[src/rtl/core/histeq_pkg.sv]
// ----------------------------------------------------------------------------
// histeq_pkg
// Shared types and constants of the histogram equalizer.
// ----------------------------------------------------------------------------
package histeq_pkg;

    localparam int COUNT_BITS = 22;
    localparam int NUM_BINS   = 256;
    localparam int BIN_BITS   = 8;
    localparam int PIX_BITS   = 8;
    localparam int FUNC_BITS  = 2;
    localparam int MAX_LEVEL  = 255;
    // numerator (cdf - min) * 255 fits COUNT_BITS + 8 bits
    localparam int NUM_BITS   = COUNT_BITS + 8;
    localparam int QDEPTH     = 4;
    localparam int QPTR_BITS  = 2;

    typedef logic [COUNT_BITS-1:0] t_count;
    typedef logic [PIX_BITS-1:0]   t_pixel;

    typedef enum logic [FUNC_BITS-1:0] {
        FUNC_COUNT = 2'd0,
        FUNC_BUILD = 2'd1,
        FUNC_MAP   = 2'd2,
        FUNC_NONE  = 2'd3
    } t_func;

    // command from the front end to the back end
    typedef struct packed {
        t_func  func;
        t_pixel pixel;
    } t_cmd;

    typedef enum logic [2:0] {
        ST_RUN,
        ST_INC,
        ST_CLEAR,
        ST_MIN,
        ST_MIN_LAST,
        ST_BUILD,
        ST_DIV
    } t_state;

endpackage

[src/rtl/core/histeq_if.sv]
// ----------------------------------------------------------------------------
// histeq_in_if / histeq_out_if
// Valid/ready channels of the histogram equalizer.
// ----------------------------------------------------------------------------
interface histeq_in_if;
    logic                      valid;
    logic                      ready;
    logic [1:0]                func;
    logic [7:0]                pixel_in;
    modport source (output valid, output func, output pixel_in, input ready);
    modport sink   (input valid, input func, input pixel_in, output ready);
endinterface


[src/rtl/core/histeq_front.sv]
// ----------------------------------------------------------------------------
// histeq_front
// Accepts items, drops unused codes and queues commands for the back end.
// ----------------------------------------------------------------------------
module histeq_front (
    input  logic                i_clk,
    input  logic                i_rst_n,
    histeq_in_if.sink           in_ch,
    output histeq_pkg::t_cmd    o_cmd,
    output logic                o_cmd_valid,
    input  logic                i_cmd_pop
);
    import histeq_pkg::*;

    t_cmd                 r_q [QDEPTH];
    logic [QPTR_BITS-1:0] r_wr, r_rd;
    logic [QPTR_BITS:0]   r_cnt;
    logic                 push, pop;
    t_func                func;

    assign func        = t_func'(in_ch.func);
    assign in_ch.ready = (r_cnt != (QPTR_BITS+1)'(QDEPTH));
    // unused code is taken and discarded
    assign push        = in_ch.valid && in_ch.ready && (func != FUNC_NONE);
    assign pop         = i_cmd_pop && o_cmd_valid;
    assign o_cmd_valid = (r_cnt != '0);
    assign o_cmd       = r_q[r_rd];

    // queue storage
    always_ff @(posedge i_clk) begin
        if (push) begin
            r_q[r_wr] <= '{func: func, pixel: in_ch.pixel_in};
        end
    end

    // queue pointers
    always_ff @(posedge i_clk) begin
        if (!i_rst_n) begin
            r_wr  <= '0;
            r_rd  <= '0;
            r_cnt <= '0;
        end else begin
            if (push) r_wr <= r_wr + 1'b1;
            if (pop)  r_rd <= r_rd + 1'b1;
            r_cnt <= r_cnt + (QPTR_BITS+1)'(push) - (QPTR_BITS+1)'(pop);
        end
    end

    a_cnt_bound: assert property (@(posedge i_clk) disable iff (!i_rst_n)
        r_cnt <= (QPTR_BITS+1)'(QDEPTH))
        else $error("queue overfilled");
    a_no_pop_empty: assert property (@(posedge i_clk) disable iff (!i_rst_n)
        (r_cnt == '0) |-> !pop)
        else $error("pop from empty queue");
    a_full_stall: assert property (@(posedge i_clk) disable iff (!i_rst_n)
        (r_cnt == (QPTR_BITS+1)'(QDEPTH)) |-> !push)
        else $error("push into full queue");

endmodule

[src/flat_wrapper.sv]
// flat-port wrapper written by rule: the top's interface ports become plain ports
module histeq_front_flat import histeq_pkg::*;
  (i_clk, i_rst_n, o_cmd, o_cmd_valid, i_cmd_pop, in_ch_valid, in_ch_func, in_ch_pixel_in, in_ch_ready);
  histeq_in_if in_ch_i ();
  input  logic i_clk;
  input  logic i_rst_n;
  output histeq_pkg::t_cmd o_cmd;
  output logic o_cmd_valid;
  input  logic i_cmd_pop;
  input wire logic [$bits(in_ch_i.valid)-1:0] in_ch_valid;
  input wire logic [$bits(in_ch_i.func)-1:0] in_ch_func;
  input wire logic [$bits(in_ch_i.pixel_in)-1:0] in_ch_pixel_in;
  output wire logic [$bits(in_ch_i.ready)-1:0] in_ch_ready;
  assign in_ch_i.valid = in_ch_valid;
  assign in_ch_i.func = in_ch_func;
  assign in_ch_i.pixel_in = in_ch_pixel_in;
  assign in_ch_ready = in_ch_i.ready;
  histeq_front u_core (.i_clk(i_clk), .i_rst_n(i_rst_n), .in_ch(in_ch_i), .o_cmd(o_cmd), .o_cmd_valid(o_cmd_valid), .i_cmd_pop(i_cmd_pop));
endmodule
[config.mk]
export PLATFORM = sky130hd
export DESIGN_NAME = histeq_front_flat
export DESIGN_NICKNAME = d
export VERILOG_FILES = /design/src/rtl/core/histeq_pkg.sv /design/src/rtl/core/histeq_if.sv /design/src/rtl/core/histeq_front.sv /design/src/flat_wrapper.sv
export SDC_FILE = /design/constraint.sdc
export NUM_CORES = 1
export LEC_CHECK = 0
export BUFFER_PORTS_ARGS = -buffer_cell sky130_fd_sc_hd__buf_2
export CAP_MARGIN = 15
export CORE_MARGIN = 3
export CORE_UTILIZATION = 46
export CTS_CLUSTER_SIZE = 10
export DETAILED_ROUTE_END_ITERATION = 10
export PLACE_DENSITY = 0.66
export SLEW_MARGIN = 20
export SYNTH_ARGS = -nofsm -noshare
export SYNTH_HDL_FRONTEND = slang
export SYNTH_SLANG_ARGS = --single-unit
export TNS_END_PERCENT = 30
[constraint.sdc]
create_clock -name i_clk -period 2.4 [get_ports i_clk]
set_input_delay 0.6 -clock i_clk [delete_from_list [all_inputs] [get_ports i_clk]]
set_output_delay 0.6 -clock i_clk [all_outputs]
set_load 0.05 [all_outputs]
## Yosys cells after proc, flatten, opt, wreduce, memory -nomap -nowiden

Memories as Yosys holds them, arrays and structs flattened. A register that Yosys moved wholly into a read port is not among the register bits.
Cells that the tools add are included.

| operators by class | value |
|---|---|
| multipliers | 0 |
| add/subtract/negate cells | 4 |
| shift-type cells | 0 |
| divide/modulo/power cells | 0 |
| bitwise gates (word level) | 0 |
| eq/ne operators | 2 |
| reduce and logical (&&, ||, !) cells | 4 |
| mux-type cells | 4 |
| $lt $le $gt $ge | 0 |

Operator list:

| kind | number |
|---|---|
| $add 2x1->2 const B | 2 |
| $mux 2 | 2 |
| $add 3x1->3 | 1 |
| $logic_and 1x1->1 | 3 |
| $ne 3x3->1 const B | 1 |
| $reduce_bool 3->1 | 1 |
| $sub 3x1->3 | 1 |
| $mux 1 | 2 |
| $ne 2x2->1 const B | 1 |

| storage, ports and cells | value |
|---|---|
| memories kept | 1 |
| bits in writable memories | 40 |
| ROM bits | 0 |
| output and inout bits | 12 |
| register bits | 7 |
| latch bits | 0 |

Memory list:

| name | depth | bits a word | read ports | clocked after Yosys merged registers in | wr ports | line | RTL |
|---|---|---|---|---|---|---|---|
| u_core.r_q | 4 | 10 | 1 | 1 | 1 | histeq_front.sv:15 | `t_cmd r_q [QDEPTH];` |

## Longest topological paths before layout

Gate-level depths: netlist of run 1.

| logic depth | value |
|---|---|
| depth after elaboration | 5 |
| gate-level depth with buffers | 9 |
| gate-level depth less buffers | 9 |

## Worst setup path after synthesis of run 1

No wires, ideal clock.

| timing | value |
|---|---|
| path kind | register to register |
| start point | reg u_core.r_cnt[1] |
| end point | reg u_core.r_cnt[2] |
| stages on the path, launching flop included | 10 |
| buffers on the path | 0 |
| path slack | 0.233 ns |
| period minus slack after synthesis | 2.167 ns |
| library setup time | 0.115 ns |
| arrival | 2.052 ns |
| data required time | 2.285 ns |
| cell sequence | dfxtp_1 -> o31a_2 -> ha_1 -> inv_1 -> ha_1 -> inv_1 -> fa_1 -> xnor2_1 -> xnor2_1 -> and2_1 |

| between the ends | value |
|---|---|
| elaborated cells between the ends (all ways) | 7 |
| those cells by class | 2 x add/sub; 1 x eq/ne; 4 x reduce/logical |

RTL lines:

| what | line | RTL |
|---|---|---|
| start, declared | histeq_front.sv:17 | `logic [QPTR_BITS:0] r_cnt;` |
| start signal, assigned | histeq_front.sv:45 | `r_cnt <= r_cnt + (QPTR_BITS+1)'(push) - (QPTR_BITS+1)'(pop);` |
| $reduce_bool 3->1 | histeq_front.sv:26 | `assign o_cmd_valid = (r_cnt != '0);` |
| $logic_and 1x1->1 | histeq_front.sv:25 | `assign pop = i_cmd_pop && o_cmd_valid;` |
| net u_core.pop | histeq_front.sv:18 | `logic push, pop;` |
| $sub 3x1->3 | histeq_front.sv:45 |  |

The timed path passes the listed nets, and every way through them passes these cells.
A chain may end at the register's enable or synchronous reset.

==> results of run 1 <==
-- final timing paths --
check	start	to
setup / recovery	flop	o_cmd[9]
hold / removal	u_core.r_wr[0]	u_core.r_wr[0]
setup reg to reg	u_core.r_cnt[1]	u_core.r_cnt[2]
hold reg to reg	u_core.r_wr[0]	u_core.r_wr[0]
-- state kept, by name, indices dropped and copies added, names as in the netlist, named ones only --
signal / cells
u_core.r_wr: 2
u_core.r_rd: 2
u_core.r_q: 40
u_core.r_cnt: 3
-- cells by family (layout without fill, tap and decap cells) --
logic type      Yosys count  in the layout  synth area share
compound gates            3              3           0.02332
xor+xnor                  4              4           0.01813
fa+ha+maj                 7              7           0.04922
buf+inv                   9             48           0.01813
flops                    49             49            0.7150
mux                      12             12            0.1269
simple gates             17             17           0.04923
-- layout make-up --
cell class,instances,share of cell area
sequential,49,0.6129
multi-input combinational,43,0.2285
timing repair buffer,34,0.08541
clock buffer,6,0.03217
tap,48,0.02662
inverter,6,0.009983
clock inverter,2,0.004437
-- cell usage in the layout (no fill, tap or decap) --
cell type / count
a221oi_4: 1
and2_1: 7
buf_2: 25
buf_4: 9
clkbuf_1: 1
clkbuf_8: 5
clkinv_2: 2
dfxtp_1: 8
dfxtp_2: 1
edfxtp_1: 40
fa_1: 1
ha_1: 6
inv_1: 6
mux2i_1: 2
mux4_2: 10
nand2_1: 5
nor2_2: 1
nor2b_1: 3
o311ai_1: 1
o31a_2: 1
or3_2: 1
xnor2_1: 4
-- metal layers --
metal	track usage	vias up	part of all wire
met5	0	-	0
met4	0.03758	0	0.011
met3	0.04403	6	0.059
met2	0.2482	28	0.54
met1	0.1452	460	0.39
li1	-	456	-
-- report_power, final --
group / switching, mW / total [mW] / internal (mW)
Combinational: 0.553 / 0.884 / 0.330
Sequential: 0.0633 / 1.08 / 1.02
Clock: 0.248 / 0.451 / 0.202
Total: 0.865 / 2.42 / 1.55
-- worst register-to-register path, cell delays in order, from the launching register on --
cell and delay (ns):
dfxtp_1 0.32, o31a_2 0.36, ha_1 0.30, inv_1 0.06, ha_1 0.13, inv_1 0.05
fa_1 0.43, xnor2_1 0.15, xnor2_1 0.12, and2_1 0.15
-- per-stage QoR --
step | power [mW] | hold WS, ns | std cells
after floorplan | 1.781 | 0.4677 | 101
after CTS | 2.449 | 0.5134 | 188
final | 2.417 | 0.5122 | 188
after global placement | 1.978 | 0.4780 | 180
after global routing | 2.559 | 0.5046 | 188
after detailed placement | 2.004 | 0.5026 | 180
==> flow_summary.json, run 1 <==
{
  "ys_seq_elements": 49,
  "reg2reg_slack_ns": 0.23,
  "first_pass_iters": 5,
  "syn-num-nets": 122,
  "clock_latency_ns": 0.29,
  "antenna_left": 0,
  "yosysTopAreaCellShare": 0.6218,
  "cts_made_buffers": 5,
  "io_buffers": 25,
  "synthCells": 101,
  "tns_ns": 0,
  "nNetsFinal": 160,
  "start_kind": "flop",
  "holdPathStages": 2,
  "ys_seq_area_frac": 0.7150,
  "setup_ws_ns": 0.1517,
  "grt_pass1_wl_um": 4912,
  "peakVddDrop_v": 0.0007557,
  "seq_area_mm2": 0.001383,
  "area.growth.synth_to_final_pct": 16.77,
  "status": "finished, final reports clean",
  "path_max_fanout": 7,
  "drtIter0Drc": 59,
  "pre_cts_ws_ns": 0.03967,
  "max_clock_freq_ghz": 0.4448,
  "num_vias": 950,
  "required_ns": 1.80,
  "hold_violations": 0,
  "final-setup-viol-count": 0,
  "synth_area_leaders": "edfxtp_1, mux4_2, dfxtp_1",
  "post-cts-setup-buffer-count": 0,
  "critical_path_cell_count": 3,
  "skew_ns": 0.003953,
  "cp_cell_sequence": "buf_4 > mux4_2 > buf_2",
  "die_width_um": 70.81,
  "critPathSlowestCell": "mux4_2",
  "io_pins": 26,
  "grt_max_degree": 15,
  "min_path_type": "flop to flop",
  "totalWireLength_um": 3005,
  "cts_buffer_depth": 2,
  "drive_above_1_share": 0.4000,
  "cp_top_family": "multiplexers",
  "grt-ovfl-total": 0,
  "ys_async_sr_fraction": 0,
  "post_cts_resized": 0,
  "finish.utilization": 0.5854,
  "final_area_mm2": 0.002256,
  "nFillCells": 312,
  "synth_edf_count": 40,
  "wl_per_cell_um": 15.98,
  "crit_type": "flop to output port",
  "grtUsageTotal": 0.1339,
  "crit_buf_inv": 2,
  "h-tree-depth": 2,
  "grt_setup_unrepaired": "no",
  "remaining_drc_errors": 0,
  "cts_tree": "done",
  "slew_headroom": 0.6725,
  "viasPerCell": 5.053,
  "critPathMaxStageDelay_ns": 0.52,
  "syn_area_mm2": 0.001932,
  "cp-end-kind": "output port",
  "ctsHoldBuffers": 0,
  "worst_pin_slew_ns": 0.4906,
  "finalCritPeriodShare": 0.9368,
  "antenna_found_initial": 0,
  "clk_pin_slew_ns": 0.08,
  "initial_core_util": 0.5013,
  "num_rows": 22,
  "synthFlopType": "edfxtp_1",
  "multi_input_area_um2": 515.5,
  "yosys.area.top_type": "edfxtp_1",
  "clock_sinks": 49,
  "gp_congestion": 0.7570,
  "synth.distinct_cells": 18,
  "place_area_mm2": 0.002172,
  "p_leak_nw": 0.8203,
  "slew_violations": 0,
  "die-area_mm2": 0.005013,
  "period_needed_ns": 2.248,
  "coreArea_mm2": 0.003854,
  "die_h_um": 70.81,
  "power.density_mw_per_mm2": 1071,
  "avgSynthCellArea_um2": 19.13,
  "yosysMostFrequentCell": "edfxtp_1",
  "place_hpwl_um": 2100,
  "yosys_warnings": 0,
  "insertedDiodeCount": 0,
  "grt_pass1_vias": 1026,
  "synth_commonest_cells": "edfxtp_1, mux4_2, dfxtp_1",
  "drv_cap": 0,
  "root_buffer": "clkbuf_8",
  "rr_worst_depth": 9,
  "critPathArrivalTime_ns": 1.65
}
(Power assumes the default switching activity.)
==> run 2, diff against run 1 <==
--- a/config.mk
+++ b/config.mk
@@ -5,12 +5,14 @@
 export SDC_FILE = /design/constraint.sdc
 export NUM_CORES = 1
 export LEC_CHECK = 0
+export ABC_AREA = 1
 export BUFFER_PORTS_ARGS = -buffer_cell sky130_fd_sc_hd__buf_2
 export CAP_MARGIN = 15
 export CORE_MARGIN = 3
 export CORE_UTILIZATION = 46
 export CTS_CLUSTER_SIZE = 10
 export DETAILED_ROUTE_END_ITERATION = 10
+export GPL_TIMING_DRIVEN = 0
 export PLACE_DENSITY = 0.66
 export SLEW_MARGIN = 20
 export SYNTH_ARGS = -nofsm -noshare
==> constraint.sdc (replaced) <==
create_clock -name i_clk -period 2.4 [get_ports i_clk]
set_input_delay 0.36 -clock i_clk [delete_from_list [all_inputs] [get_ports i_clk]]
set_output_delay 0.36 -clock i_clk [all_outputs]
set_load 0.05 [all_outputs]
==> run 2 against run 1 <==
Effect of this change: register-to-register slack improved by 0.21 ns; synthesized cell count up 64%; via count increased by 34%; core utilization fell by 2.4 points; final cell count is 32% higher; largest power group unchanged.
==> flow_summary.json, run 2 <==
{
  "status": "finished, final reports clean",
  "grt_pass1_wl_um": 6196,
  "required_ns": 2.60,
  "antenna_found_initial": 0,
  "clock_latency_ns": 0.30,
  "yosysMostFrequentCell": "edfxtp_1",
  "final-setup-viol-count": 0,
  "cp_cell_sequence": "nor2_4 > nand2_2 > nand2_2 > inv_2 > ha_1 > inv_1 > ha_1 > inv_1 > fa_1 > nor2_1 > nor2_1",
  "die-area_mm2": 0.005156,
  "grt_setup_unrepaired": "no",
  "first_pass_iters": 4,
  "worst_pin_slew_ns": 0.9980,
  "cts_tree": "done",
  "p_leak_nw": 0.9024,
  "regMostFlops": "u_core.r_q",
  "largest_reg_flops": 40,
  "num_rows": 23,
  "reg_top3": "u_core.r_q x40, u_core.r_cnt x3",
  "dp.cells": 241,
  "skew_ns": 0.008448,
  "finish.utilization": 0.5615,
  "yosys_warnings": 0,
  "nFillCells": 357,
  "io_pins": 26,
  "gp_congestion": 0.7222,
  "antenna_left": 0,
  "clock_sinks": 49,
  "power.density_mw_per_mm2": 1144,
  "nNetsFinal": 219,
  "insertedDiodeCount": 0,
  "swShare": 0.3970,
  "num_vias": 1273,
  "grt-ovfl-total": 0,
  "slew_headroom": 0.3322,
  "grt_max_degree": 17,
  "post_cts_resized": 0,
  "synth_edf_count": 40,
  "clockPowerShare": 0.222,
  "power.share.combinational": 0.366,
  "ctsHoldBuffers": 0,
  "start_kind": "flop",
  "final_common_cell": "edfxtp_1",
  "post-cts-setup-buffer-count": 0,
  "syn-num-nets": 187,
  "hold_slack_ns": 0.2660,
  "grtUsageTotal": 0.1627,
  "avgSynthCellArea_um2": 12.00,
  "cts_buffer_depth": 2,
  "path_max_fanout": 4,
  "place_hpwl_um": 2462,
  "totalWireLength_um": 3706,
  "clk_pin_slew_ns": 0.09,
  "synth_commonest_cells": "edfxtp_1, nor2_1, o21ai_0",
  "p_seq_frac": 0.412,
  "highest-signal-layer": "met4",
  "drv_cap": 0,
  "wl_met2_um": 1876,
  "yosysTopAreaCellShare": 0.6030,
  "synth_area_leaders": "edfxtp_1, dfxtp_1, nor2_1",
  "h-tree-depth": 2,
  "synthFlopType": "edfxtp_1",
  "ys_seq_elements": 49,
  "hold_violations": 0,
  "die_h_um": 71.81,
  "cp-end-kind": "flop",
  "die_width_um": 71.81,
  "peakVddDrop_v": 0.0007191,
  "initial_core_util": 0.4874,
  "critPathArrivalTime_ns": 2.16,
  "synthCells": 166,
  "wl_per_cell_um": 14.88,
  "yosys.area.top_type": "edfxtp_1",
  "fin_total_pwr_mw": 2.626,
  "remaining_drc_errors": 0,
  "drtIter0Drc": 127,
  "final_cell_mix": "edfxtp_1, nor2_1, buf_2",
  "area.growth.synth_to_final_pct": 15.20,
  "root_buffer": "clkbuf_8",
  "io_buffers": 25,
  "critPathSlowestCell": "fa_1",
  "critPathMaxStageDelay_ns": 0.44,
  "ys_async_sr_fraction": 0,
  "slew_violations": 0,
  "tns_ns": 0,
  "grt_pass1_vias": 1301,
  "cts_made_buffers": 5,
  "wl_met1_um": 1539,
  "min_path_type": "input port to flop",
  "coreArea_mm2": 0.004086,
  "finalCritPeriodShare": 0.8173,
  "instances_no_fill": 249,
  "max_clock_freq_ghz": 0.5098,
  "netSwitchingPower_mw": 1.042,
  "crit_type": "flop to flop",
  "viasPerCell": 5.112,
  "wl_met3_um": 198,
  "ys_seq_area_frac": 0.6935,
  "drive_above_1_share": 0.2312,
  "period_needed_ns": 1.962,
  "p_int_mw": 1.583,
  "syn_area_mm2": 0.001992,
  "synth.distinct_cells": 20
}
-- run 2: layer usage --
layer  GRT usage  vias up
met5           0        -
met4     0.07516        0
met3     0.03506       11
met2      0.2796       35
met1      0.1946      601
li1            -      626
-- run 2: final timing paths --
path	start	end	slack, ns	depth (start not counted)
max reg2reg	u_core.r_cnt[1]	u_core.r_cnt[2]	0.44	11
min	in_ch_pixel_in[0]	u_core.r_q[3][0]	0.27	1
max	u_core.r_cnt[1]	u_core.r_cnt[2]	0.44	11
min reg2reg	u_core.r_rd[1]	u_core.r_rd[1]	0.52	2
-- run 2: power by group through the flow --
| stage | clock network [mW] | logic (mW) | registers [mW] |
|---|---|---|---|
| floorplan | 0 | 0.745 | 1.09 |
| global route | 0.633 | 1.06 | 1.09 |
| detailed placement | 0 | 0.972 | 1.10 |
| CTS | 0.595 | 0.975 | 1.08 |
| finish | 0.584 | 0.960 | 1.08 |
| global placement | 0 | 0.945 | 1.10 |
-- run 2: cell type report --
| cell class | count | area [µm²] | share of cell area |
|---|---|---|---|
| repair buffers | 25 | 125.1 | 0.05453 |
| well taps | 50 | 62.56 | 0.02726 |
| inverters | 19 | 71.32 | 0.03108 |
| clock buffers | 5 | 68.82 | 0.02999 |
| plain buffers | 5 | 25.02 | 0.01091 |
| multi-input cells | 93 | 514.2 | 0.2241 |
| flip-flops and latches | 49 | 1381 | 0.6020 |
| clock inverters | 3 | 46.29 | 0.02017 |
-- run 2: kinds of logic (layout without fill, tap and decap cells) --
kind of cell,Yosys count,after routing,synth area share
adders and majority gates,7,7,0.04774
xor gates and xnor gates,1,1,0.004398
DFF,49,49,0.6935
AOI/OAI and AO/OA,32,32,0.09234
and+or+nand+nor,53,53,0.1137
buffers and inverters,24,57,0.04836
-- run 2: worst max-delay path, delay by kind of cell (launching register included) --
family,cells,cell delay (ns)
adder cells (fa/ha/maj),3,0.85
AND/OR/NAND/NOR,5,0.48
flip-flops,1,0.38
buffers and inverters,3,0.15
-- run 2: metrics by stage --
step / area [µm²] / setup WS [ns]
global placement: 2180 / 0.4655
global route: 2295 / 0.2852
detailed placement: 2180 / 0.4306
CTS: 2295 / 0.4124
floorplan: 1992 / 0.3740
finish: 2295 / 0.4385
